$ cat src/rtl/egdc_pkg.sv
// Shared types and constants for the Elias gamma / delta codec.
// Used by egdc_front, egdc_queue, egdc_back and elias_gamma_delta_codec.
package egdc_pkg;

  localparam int unsigned CFG_IDX_W = 1;

  localparam logic [CFG_IDX_W-1:0] CFG_DIRECTION = 1'b0;
  localparam logic [CFG_IDX_W-1:0] CFG_CODE_KIND = 1'b1;

  localparam logic DIR_ENCODE = 1'b0;
  localparam logic DIR_DECODE = 1'b1;

  localparam logic KIND_GAMMA = 1'b0;
  localparam logic KIND_DELTA = 1'b1;

  typedef struct packed {
    logic [31:0] value;
    logic        code_bit;
  } egdc_in_t;

  typedef struct packed {
    logic [32:0] seg_bits;
    logic [5:0]  seg_len;
    logic        last;
    logic [31:0] decoded;
    logic        decoded_valid;
    logic        fault;
  } egdc_out_t;

  // Work classes handed from the front to the back.
  typedef enum logic [1:0] {
    OP_ENC       = 2'd0,
    OP_ENC_FAULT = 2'd1,
    OP_DEC_VALUE = 2'd2,
    OP_DEC_FAULT = 2'd3
  } egdc_op_t;

  typedef struct packed {
    egdc_op_t    op;
    logic        kind;
    logic [31:0] data;   // x = v+1 for encode, decoded value for decode
  } egdc_entry_t;

  typedef struct packed {
    logic        valid;
    egdc_entry_t entry;
  } egdc_req_t;

endpackage

$ cat src/rtl/egdc_front.sv
// Front end: configuration registers, input accept, encode classification and
// the bit-serial decoder state machine. Depends on egdc_pkg.
module egdc_front import egdc_pkg::*; #(
  parameter int unsigned VALUE_WIDTH = 32
) (
  input  logic                 clk,
  input  logic                 rst_n,
  input  logic                 in_valid,
  output logic                 in_stall,
  input  egdc_in_t             in_data,
  input  logic                 cfg_we,
  input  logic [CFG_IDX_W-1:0] cfg_index,
  input  logic                 cfg_data,
  input  logic                 q_ready,
  output egdc_req_t            push
);

  localparam logic [32:0] VMASK     = (33'd1 << VALUE_WIDTH) - 33'd1;
  localparam logic [32:0] MAX_TAIL  = 33'(VALUE_WIDTH);
  localparam logic [5:0]  MAX_ZEROS = 6'd32;

  typedef enum logic [2:0] {
    PH_ZEROS = 3'b001,
    PH_BODY  = 3'b010,
    PH_TAIL  = 3'b100
  } egdc_phase_t;

  logic        direction_r, code_kind_r;
  egdc_phase_t phase_r, phase_nxt;
  logic [5:0]  zero_run_r, zero_run_nxt;
  logic [32:0] accum_r, accum_nxt;
  logic [5:0]  bits_left_r, bits_left_nxt;
  logic        tail_r, tail_nxt;

  logic        in_accept;
  logic        enc_fault;
  logic [31:0] enc_x;
  logic [32:0] shifted, fin_acc, n_m1, v_m1;
  logic [5:0]  bl_dec;
  logic        fin_gamma, fin_value, dec_fault;

  assign in_stall  = !q_ready;
  assign in_accept = in_valid && !in_stall;
  assign enc_fault = {1'b0, in_data.value} >= VMASK;
  assign enc_x     = in_data.value + 32'd1;

  always_comb begin
    phase_nxt     = phase_r;
    zero_run_nxt  = zero_run_r;
    accum_nxt     = accum_r;
    bits_left_nxt = bits_left_r;
    tail_nxt      = tail_r;
    push.valid    = 1'b0;
    push.entry    = '{op: OP_ENC, kind: code_kind_r, data: '0};
    fin_gamma     = 1'b0;
    fin_value     = 1'b0;
    dec_fault     = 1'b0;
    fin_acc       = '0;
    shifted       = {accum_r[31:0], in_data.code_bit};
    bl_dec        = bits_left_r - 6'(bits_left_r != 6'd0);
    n_m1          = '0;
    v_m1          = '0;
    if (direction_r == DIR_ENCODE) begin
      push.valid = in_accept;
      if (enc_fault) begin
        push.entry.op = OP_ENC_FAULT;
      end else begin
        push.entry.data = enc_x;
      end
    end else begin
      case (phase_r)
        PH_ZEROS: begin
          if (!in_data.code_bit) begin
            if (zero_run_r >= MAX_ZEROS) dec_fault = 1'b1;
            else zero_run_nxt = zero_run_r + 6'd1;
          end else begin
            accum_nxt     = 33'd1;
            bits_left_nxt = zero_run_r;
            zero_run_nxt  = '0;
            phase_nxt     = PH_BODY;
            if (zero_run_r == 6'd0) begin
              fin_gamma = 1'b1;
              fin_acc   = 33'd1;
            end
          end
        end
        default: begin
          if (bl_dec != 6'd0) begin
            accum_nxt     = shifted;
            bits_left_nxt = bl_dec;
          end else if (phase_r == PH_BODY) begin
            fin_gamma = 1'b1;
            fin_acc   = shifted;
          end else begin
            fin_value = 1'b1;
            fin_acc   = shifted;
          end
        end
      endcase
      // gamma part complete: either the value itself or a delta length prefix
      if (fin_gamma) begin
        n_m1 = fin_acc - 33'd1;
        if (code_kind_r == KIND_GAMMA || tail_r) begin
          fin_value = 1'b1;
        end else if (fin_acc == 33'd0 || n_m1 > MAX_TAIL) begin
          dec_fault = 1'b1;
        end else if (n_m1 == 33'd0) begin
          fin_value = 1'b1;
          fin_acc   = 33'd1;
        end else begin
          accum_nxt     = 33'd1;
          bits_left_nxt = n_m1[5:0];
          phase_nxt     = PH_TAIL;
          tail_nxt      = 1'b1;
        end
      end
      v_m1 = fin_acc - 33'd1;
      if (fin_value) begin
        if (fin_acc == 33'd0 || v_m1 > VMASK) begin
          dec_fault = 1'b1;
        end else begin
          push.valid      = in_accept;
          push.entry.op   = OP_DEC_VALUE;
          push.entry.data = v_m1[31:0];
        end
      end
      if (dec_fault) begin
        push.valid      = in_accept;
        push.entry.op   = OP_DEC_FAULT;
        push.entry.data = '0;
      end
      if (fin_value || dec_fault) begin
        phase_nxt     = PH_ZEROS;
        zero_run_nxt  = '0;
        accum_nxt     = '0;
        bits_left_nxt = '0;
        tail_nxt      = 1'b0;
      end
    end
  end

  always_ff @(posedge clk) begin
    if (!rst_n) begin
      direction_r <= DIR_ENCODE;
      code_kind_r <= KIND_GAMMA;
      phase_r     <= PH_ZEROS;
      zero_run_r  <= '0;
      accum_r     <= '0;
      bits_left_r <= '0;
      tail_r      <= 1'b0;
    end else if (cfg_we) begin
      case (cfg_index)
        CFG_DIRECTION: direction_r <= cfg_data;
        CFG_CODE_KIND: code_kind_r <= cfg_data;
        default: ;
      endcase
      // any register write restarts the decoder
      phase_r     <= PH_ZEROS;
      zero_run_r  <= '0;
      accum_r     <= '0;
      bits_left_r <= '0;
      tail_r      <= 1'b0;
    end else if (in_accept && direction_r == DIR_DECODE) begin
      phase_r     <= phase_nxt;
      zero_run_r  <= zero_run_nxt;
      accum_r     <= accum_nxt;
      bits_left_r <= bits_left_nxt;
      tail_r      <= tail_nxt;
    end
  end

  a_tail_phase: assert property (@(posedge clk) disable iff (!rst_n)
    tail_r |-> phase_r == PH_TAIL)
    else $error("delta tail flag set outside tail phase");

  a_zero_run: assert property (@(posedge clk) disable iff (!rst_n)
    zero_run_r <= MAX_ZEROS && (phase_r == PH_ZEROS || zero_run_r == 6'd0))
    else $error("zero run count out of range");

endmodule

$ cat src/rtl/egdc_queue.sv
// Two-entry request queue between the front and the back.
// Depends on egdc_pkg.
module egdc_queue import egdc_pkg::*; (
  input  logic      clk,
  input  logic      rst_n,
  input  egdc_req_t push,
  output logic      ready,
  output egdc_req_t head,
  input  logic      pop
);

  egdc_entry_t mem_r [2];
  logic        wr_ptr_r, rd_ptr_r;
  logic [1:0]  count_r;
  logic        do_push;

  assign ready      = count_r != 2'd2;
  assign do_push    = push.valid && ready;
  assign head.valid = count_r != 2'd0;
  assign head.entry = mem_r[rd_ptr_r];

  always_ff @(posedge clk) begin
    if (do_push) mem_r[wr_ptr_r] <= push.entry;
  end

  always_ff @(posedge clk) begin
    if (!rst_n) begin
      wr_ptr_r <= 1'b0;
      rd_ptr_r <= 1'b0;
      count_r  <= '0;
    end else begin
      if (do_push) wr_ptr_r <= !wr_ptr_r;
      if (pop) rd_ptr_r <= !rd_ptr_r;
      count_r <= count_r + 2'(do_push) - 2'(pop);
    end
  end

  a_no_overflow: assert property (@(posedge clk) disable iff (!rst_n)
    !(push.valid && count_r == 2'd2) && !(pop && count_r == 2'd0))
    else $error("queue push while full or pop while empty");

endmodule

$ cat src/rtl/egdc_back.sv
// Back end: turns queued requests into result items, one segment per cycle
// for encodes unless stalled, via out_data_r. Depends on egdc_pkg.
module egdc_back import egdc_pkg::*; (
  input  logic      clk,
  input  logic      rst_n,
  input  egdc_req_t head,
  output logic      pop,
  output logic      out_valid,
  input  logic      out_stall,
  output egdc_out_t out_data
);

  typedef enum logic [2:0] {
    ST_ZEROS = 3'b001,
    ST_BODY  = 3'b010,
    ST_TAIL  = 3'b100
  } egdc_step_t;

  function automatic logic [4:0] floor_log2_32(input logic [31:0] x);
    logic [4:0] n;
    n = '0;
    for (int i = 1; i < 32; i++) begin
      if (x[i]) n = 5'(i);
    end
    return n;
  endfunction

  // floor(log2(n+1)) for n up to 31
  function automatic logic [2:0] floor_log2_np1(input logic [4:0] n);
    logic [5:0] y;
    logic [2:0] m;
    y = 6'(n) + 6'd1;
    m = '0;
    for (int i = 1; i < 6; i++) begin
      if (y[i]) m = 3'(i);
    end
    return m;
  endfunction

  logic        job_valid_r;
  egdc_op_t    job_op_r;
  logic        job_kind_r;
  logic [31:0] job_x_r;
  logic [4:0]  job_n_r;
  egdc_step_t  step_r, step_nxt;

  logic        out_valid_r;
  egdc_out_t   out_data_r;
  egdc_out_t   res;
  logic [2:0]  m;
  logic        out_load, done;

  assign m        = floor_log2_np1(job_n_r);
  assign out_load = job_valid_r && (!out_valid_r || !out_stall);
  assign done     = out_load && res.last;
  assign pop      = head.valid && (!job_valid_r || done);

  always_comb begin
    res      = '0;
    step_nxt = step_r;
    case (job_op_r)
      OP_ENC: begin
        case (step_r)
          ST_ZEROS: begin
            res.seg_len = (job_kind_r == KIND_DELTA) ? 6'(m) : 6'(job_n_r);
            step_nxt    = ST_BODY;
          end
          ST_BODY: begin
            if (job_kind_r == KIND_DELTA) begin
              res.seg_bits = 33'(job_n_r) + 33'd1;
              res.seg_len  = 6'(m) + 6'd1;
            end else begin
              res.seg_bits = {1'b0, job_x_r};
              res.seg_len  = 6'(job_n_r) + 6'd1;
            end
            if (job_kind_r == KIND_DELTA && job_n_r != 5'd0) step_nxt = ST_TAIL;
            else res.last = 1'b1;
          end
          ST_TAIL: begin
            res.seg_bits = {1'b0, job_x_r} & ((33'd1 << job_n_r) - 33'd1);
            res.seg_len  = 6'(job_n_r);
            res.last     = 1'b1;
          end
          default: res.last = 1'b1;
        endcase
      end
      OP_DEC_VALUE: begin
        res.decoded       = job_x_r;
        res.decoded_valid = 1'b1;
        res.last          = 1'b1;
      end
      default: begin
        res.fault = 1'b1;
        res.last  = 1'b1;
      end
    endcase
  end

  always_ff @(posedge clk) begin
    if (!rst_n) begin
      job_valid_r <= 1'b0;
      step_r      <= ST_ZEROS;
      out_valid_r <= 1'b0;
    end else begin
      if (pop) begin
        job_valid_r <= 1'b1;
        // a zero run precedes the body exactly when x > 1
        step_r      <= (|head.entry.data[31:1]) ? ST_ZEROS : ST_BODY;
      end else if (done) begin
        job_valid_r <= 1'b0;
      end else if (out_load) begin
        step_r <= step_nxt;
      end
      if (out_load) out_valid_r <= 1'b1;
      else if (!out_stall) out_valid_r <= 1'b0;
    end
  end

  always_ff @(posedge clk) begin
    if (pop) begin
      job_op_r   <= head.entry.op;
      job_kind_r <= head.entry.kind;
      job_x_r    <= head.entry.data;
      job_n_r    <= floor_log2_32(head.entry.data);
    end
    if (out_load) out_data_r <= res;
  end

  assign out_valid = out_valid_r;
  assign out_data  = out_data_r;

  a_job_holds: assert property (@(posedge clk) disable iff (!rst_n)
    (out_load && !res.last) |=> job_valid_r)
    else $error("job dropped before its last segment");

  a_decode_len: assert property (@(posedge clk) disable iff (!rst_n)
    (out_valid_r && (out_data_r.decoded_valid || out_data_r.fault))
      |-> out_data_r.seg_len == 6'd0 && out_data_r.last)
    else $error("decode or fault result carries segment bits");

endmodule

$ cat src/rtl/elias_gamma_delta_codec.sv
// Elias gamma / delta codec top level: front, request queue and back.
// Depends on egdc_pkg, egdc_front, egdc_queue and egdc_back.
//
// Encoding: one result per segment, so an item gives 1 to 3 results on the
// output (zero run, gamma bits, delta low bits); a fault gives 1. Decoding
// takes one code bit per cycle unless stalled, and gives one result when a
// code completes. The back sequencer, one segment per cycle unless stalled,
// sets the encode rate; a two-entry queue lets input flow as segments drain.
module elias_gamma_delta_codec import egdc_pkg::*; #(
  parameter int unsigned VALUE_WIDTH = 32
) (
  input  logic                 clk,
  input  logic                 rst_n,
  input  logic                 in_valid,
  output logic                 in_stall,
  input  egdc_in_t             in_data,
  output logic                 out_valid,
  input  logic                 out_stall,
  output egdc_out_t            out_data,
  input  logic                 cfg_we,
  input  logic [CFG_IDX_W-1:0] cfg_index,
  input  logic                 cfg_data
);

  egdc_req_t push, head;
  logic      q_ready, pop;

  egdc_front #(.VALUE_WIDTH(VALUE_WIDTH)) u_front (
    .clk      (clk),
    .rst_n    (rst_n),
    .in_valid (in_valid),
    .in_stall (in_stall),
    .in_data  (in_data),
    .cfg_we   (cfg_we),
    .cfg_index(cfg_index),
    .cfg_data (cfg_data),
    .q_ready  (q_ready),
    .push     (push)
  );

  egdc_queue u_queue (
    .clk  (clk),
    .rst_n(rst_n),
    .push (push),
    .ready(q_ready),
    .head (head),
    .pop  (pop)
  );

  egdc_back u_back (
    .clk      (clk),
    .rst_n    (rst_n),
    .head     (head),
    .pop      (pop),
    .out_valid(out_valid),
    .out_stall(out_stall),
    .out_data (out_data)
  );

endmodule
$ cat config.mk
export PLATFORM = sky130hd
export DESIGN_NAME = elias_gamma_delta_codec
export DESIGN_NICKNAME = d
export VERILOG_FILES = /design/src/rtl/egdc_pkg.sv /design/src/rtl/egdc_front.sv /design/src/rtl/egdc_queue.sv /design/src/rtl/egdc_back.sv /design/src/rtl/elias_gamma_delta_codec.sv
export SDC_FILE = /design/constraint.sdc
export NUM_CORES = 1
export LEC_CHECK = 0
export BUFFER_PORTS_ARGS = -buffer_cell sky130_fd_sc_hd__buf_2
export CAP_MARGIN = 40
export CORE_MARGIN = 10
export CORE_UTILIZATION = 40
export DETAILED_ROUTE_END_ITERATION = 8
export SETUP_SLACK_MARGIN = 0.05
export SLEW_MARGIN = 20
export SYNTH_ARGS = -nofsm -noshare
export SYNTH_HDL_FRONTEND = slang
export SYNTH_SLANG_ARGS = --single-unit
$ cat constraint.sdc
create_clock -name clk -period 10.15 [get_ports clk]
set_clock_uncertainty 0.15 [all_clocks]
set_input_delay 1.015 -clock clk [delete_from_list [all_inputs] [get_ports clk]]
set_output_delay 1.015 -clock clk [all_outputs]
set_load 0.01 [all_outputs]
# Word level (Yosys, flattened, before mapping)
# Memories as Yosys holds them, arrays and structs flattened. A register that Yosys moved wholly into a read port is not among the register bits.
# Index checks and enable logic that the tools add are counted.
# word_totals
n_memories,1
regBits,174
output_inout_bits,76
ramBits,70
word_cells,243
input_bits,40
# memory_table
name,depth,word_bits,read_ports,rd_ports_with_merged_regs,wr,line,text
u_queue.mem_r,2,35,1,1,1,egdc_queue.sv:12,egdc_entry_t mem_r [2];
# classes
mux,134
addsub,11
n_reduce_logical,47
n_eq_ne,14
bitwise_logic,4
n_lt_le_gt_ge,4
shift,1
# ops
operator,count
$mux 33,17
$mux 32,5
$logic_not 33->1,3
$sub 33x1->33 const B,3
$mux 3,27
$mux 6,12
$pmux 33 s2,1
$mux 4,16
$mux 1,45
$mux 38,1
$and 32x33->33,1
$gt 33x32->1 const B,1
$gt 33x6->1 const B,1
$shl 1x5->33 const A,1
$add 32x1->32 const B,1
$ge 32x32->1 const B,1
$reduce_or 31->1,1
$pmux 6 s3,1
$reduce_or 16->1,1
$add 5x1->6 const B,2
$mux 2,6
$reduce_bool 2->1,6
$reduce_bool 6->1,2
$ne 2x2->1 const B,5
31 further kinds,55

# Depth between registers and ports, before layout
# depth
ltp_word,30
mapped_depth,35
ltp_nobuf,28

# Cells and area by module
# From an unflattened synthesis, not the netlist that was laid out.
# unflattened
hier_cells,1460
area_unflattened_um2,14373.8
# modules_own_cells
module,n_inst,area_each_um2,cells_per_inst,seq_area_each_um2
egdc_back,1,6133.4,554,3493.4
egdc_front,1,5439.0,769,1001.0
egdc_queue,1,2801.4,137,2202.1

# Worst setup path after synthesis
# No wires, ideal clock.
# synth_path
path_kind,register to register
startpoint,register u_front.bits_left_r[2]
endpoint,memory u_queue.mem_r[0][0] (netlist bit) (enable)
synth_period_minus_slack_ns,7.160
setup_time_ns,0.433
arrival_ns,6.578
required_time_ns,9.567
n_path_buf,5
path_stages_with_launch,23
setup_slack_ns,2.990
cell_sequence,dfxtp_1 buf_2 nor3_1 nand2_1 ha_1 or2_0 a211oi_2 o21ai_1 nor2_2 clkbuf_1 clkbuf_1 clkbuf_1 nand2_1 ha_1 clkbuf_1 a221oi_1 nand4_1 nor4_4 o21ai_0 a21boi_1 and3_1 a21oi_1 nor2b_1
# synth_between
elab_chain_len,24
word_cells_on_any_way,43
classes_between,3 x add/sub; 2 x order compare; 30 x mux; 8 x reduce/logical
# synth_rtl
item,line,text
from (decl),egdc_front.sv:32,"logic [5:0] bits_left_r, bits_left_nxt;"
from (signal assigned),egdc_front.sv:167,bits_left_r <= bits_left_nxt;
$reduce_bool 6->1,egdc_front.sv:60,bl_dec = bits_left_r - 6'(bits_left_r != 6'd0);
$sub 6x1->6 *,egdc_front.sv:60,
$reduce_bool 6->1 *,egdc_front.sv:88,if (bl_dec != 6'd0) begin
$mux 33,egdc_front.sv:88,
$mux 33,egdc_front.sv:71,case (phase_r)
$mux 33,egdc_front.sv:63,if (direction_r == DIR_ENCODE) begin
$sub 33x1->33,egdc_front.sv:102,n_m1 = fin_acc - 33'd1;
$gt 33x6->1 or $logic_not 33->1 (tied branches),"egdc_front.sv:105, egdc_front.sv:107",
[... 8 more ...],--,
$mux 1,egdc_front.sv:119,if (fin_acc == 33'd0 || v_m1 > VMASK) begin
$mux 1,egdc_front.sv:118,if (fin_value) begin
$mux 1,egdc_front.sv:63,
$mux 3 *,egdc_front.sv:127,if (dec_fault) begin
$mux 3 *,egdc_front.sv:63,
$logic_and 1x1->1 *,egdc_queue.sv:18,assign do_push = push.valid && ready;
$mux 1 *,egdc_queue.sv:23,if (do_push) mem_r[wr_ptr_r] <= push.entry;
$mux 1 (not written as such) *,egdc_queue.sv:23,
to (decl),egdc_queue.sv:12,
# Every way passes the cells marked *; elsewhere a longest branch is shown, timed or not. The select of a mux whose other input is x is not followed.

==> summary.txt <==
Outcome
  – Status: complete, no violations

Finish
  – Layout Nets: 1537
  – Diode count: 0
  – Layout cells sized above 1: 17.0%
  – Final Non-Filler Cells: 1953
  – Filler Cell Count: 3358
  – Fin area: 15600 µm²
  – Synth-to-Final Area Change: 13.0%

Global routing
  – Global-route wire length before repair: 63400 µm
  – Pin count of the biggest net entering global routing: 74
  – Initial antenna violation count: 0
  – Total gr overflow: 0
  – Vias in the first global route: 10714
  – Tot GR Track Use: 18.9%

Worst setup path
  – Critical path launch point type: register
  – CP Buf/Inv Count: 3
  – Arrival @ worst endpoint: 8.03 ns
  – Slowest cell on the critical path: ha_1
  – Worst Setup Path Type: reg2reg
  – Most Frequent Cell on Critical Path: ha_1
  – Cell family with most CP delay: simple AND/OR/NAND/NOR gates
  – Worst path required time: 10.28 ns
  – Critical Path End Type: register
  – Crit path largest cell delay: 0.49 ns
  – Max FO, Critical Path: 37

Routing
  – Via count: 11006
  – Total Wirelength: 40800 µm
  – Via density: 5.64
  – Residual DRC count: 0
  – Drt pass-1 iters: 5
  – Iteration-0 DRC Markers: 875
  – WL/cell: 20.9 µm
  – DRT antenna net count: 0

STA
  – Relative slew slack: 42.4%
  – Post-layout min period: 7.90 ns
  – Final hold vios: 0
  – Fin crit share: 77.9%
  – Pin slew with the least headroom to its limit: 0.856 ns
  – Slew Limit Fails: 0
  – Max Clock Freq: 127 MHz
  – Setup violations, final: 0
  – RSZ-0062 raised after global routing: false
  – Fin Hold WS: 0.349 ns
  – Setup TNS: 0 ns

Die
  – Die Y: 206 µm
  – Core area: 34400 µm²
  – Starting Density: 40.3%
  – Die Wd: 206 µm
  – Die Footprint: 42500 µm²
  – # IOs: 116
  – Row count: 68

Yosys
  – Number of flops mapped to enable cells by yosys: 183
  – Synth unique cells: 92
  – Main synth FF type: edfxtp_1
  – Syn Area/Cell: 9.81 µm²
  – Synth Cell Area: 13900 µm²
  – Yosys reg bits: 243
  – FFs w/ async S/R, synth: 0%
  – Cells after synthesis: 1413
  – Sequential-to-total area share from yosys stat: 48.3%
  – Ys Warns: 0
  – Syn Nets: 1472

Place
  – Placed Cells incl. Taps: 1902
  – IO Port Bufs: 114
  – RePlAce Congestion: 0.953
  – Dpl cell area: 14700 µm²
  – Post-DP HPWL: 30600 µm

Power and ir drop
  – Peak supply drop: 128 µV
  – Cell area power density: 212 nW/µm²
  – Tot Pwr: 3.32 mW
  – Leak: 5.81 nW

Clock tree
  – H-tree lvl count: 1
  – # hold bufs at CTS: 0
  – TritonCTS clock tree: built
  – Worst-path clk slew: 0.06 ns
  – CTS sink count: 243
  – Setup Buffers After CTS: 0
  – Max Buffers Root-to-Sink: 3
  – Resized cells post-CTS: 0
  – Clk_lat worst skew: 0.57 ns
  – Root Driver: clkbuf_16
  – CTS Buf Count: 27

Hold path
  – Min-Delay Path Class: reg2reg

Job
  – MaxCap Viol Count: 0
state kept, by name, indices dropped and copies added (netlist names), 3 cells and up, named ones only:
signal	count
u_front.bits_left_r	6
u_front.accum_r	32
u_queue.mem_r	70
u_back.step_r	3
u_back.job_n_r	5
u_front.zero_run_r	6
u_front.phase_r	3
u_back.job_x_r	32
u_back.out_data	73
worst paths after layout:
| check | start | end | slack (ns) | depth (start not counted) |
|---|---|---|---|---|
| min reg2reg | u_front.bits_left_r[0]$_SDFFE_PP0P_ | u_front.bits_left_r[0]$_SDFFE_PP0P_ | 0.35 | 2 |
| max | u_front.bits_left_r[1]$_SDFFE_PP0P_ | u_queue.mem_r[1][1]$_DFFE_PP_ | 2.25 | 29 |
| max reg2reg | u_front.bits_left_r[1]$_SDFFE_PP0P_ | u_queue.mem_r[1][1]$_DFFE_PP_ | 2.25 | 29 |
| min | u_front.bits_left_r[0]$_SDFFE_PP0P_ | u_front.bits_left_r[0]$_SDFFE_PP0P_ | 0.35 | 2 |
tightest hold or removal path, cell delays in order (launching register included):
cell     delay (ns)
dfxtp_1        0.34
nand2_1        0.06
a21oi_1        0.05
cells in the final DEF (no fill, tap or decap), types with 32 or more instances in the layout:
cell type / instances
nor2_1: 146
dfxtp_1: 60
edfxtp_1: 183
nor3_1: 32
inv_1: 40
xor2_1: 35
and2_1: 45
xnor2_1: 34
buf_2: 114
a22oi_1: 45
nand3_1: 46
a21oi_1: 77
nand2_1: 140
o21ai_0: 68
metal layers:
| metal | part of all wire (%) | vias up | GRT usage [%] | wire length [µm] |
|---|---|---|---|---|
| li1 | - | 5310 | - | - |
| met1 | 42 | 5267 | 24.2 | 17100 |
| met5 | 0 | - | 0 | 0 |
| met3 | 7.3 | 51 | 3.81 | 2980 |
| met4 | 1.8 | 0 | 3.57 | 721 |
| met2 | 49 | 378 | 32.5 | 19900 |
per-stage QoR:
stage                     util [%]  worst slack [ns]
after global placement        42.7              2.38
after detailed placement      42.8              2.31
after CTS                     45.4              2.30
after floorplan                  -              2.99
after global routing          45.5              1.49
final                         45.5              2.25
layout make-up:
class / count / area (µm²) / share of cell area, %
clock inverter: 12 / 158 / 1.01
multi-input combinational: 1035 / 6590 / 42.1
clock buffer: 37 / 753 / 4.81
timing repair buffer: 131 / 733 / 4.69
tap: 455 / 569 / 3.64
inverter: 40 / 150 / 0.959
sequential: 243 / 6700 / 42.8
cell usage after synthesis, types with 32 or more instances:
cell type,count,area [µm²]
o21ai_0,68,340
a22oi_1,45,338
xor2_1,35,307
edfxtp_1,183,5500
xnor2_1,34,298
a21oi_1,77,385
dfxtp_1,60,1200
nor3_1,32,160
nand2_1,140,526
clkbuf_1,68,255
nor2_1,146,548
and2_1,45,282
inv_1,40,150
nand3_1,46,230
power breakdown:
part / leakage, nW / internal, mW / switching [mW]
clock network: 0.444 / 0.597 / 0.403
registers: 2.22 / 1.35 / 0.0949
logic: 3.15 / 0.316 / 0.562
logic make-up after synthesis:
family	count (synthesis)	synth area share (%)
and+or+nand+nor	564	21.3
AOI/OAI and AO/OA	337	16.5
DFF	243	48.3
buffers and inverters	135	4.21
xor gates and xnor gates	69	4.36
muxes	45	3.51
adders and majority gates	19	1.72
other	1	0.0271
Note: power is estimated with default switching activity, not from simulation.
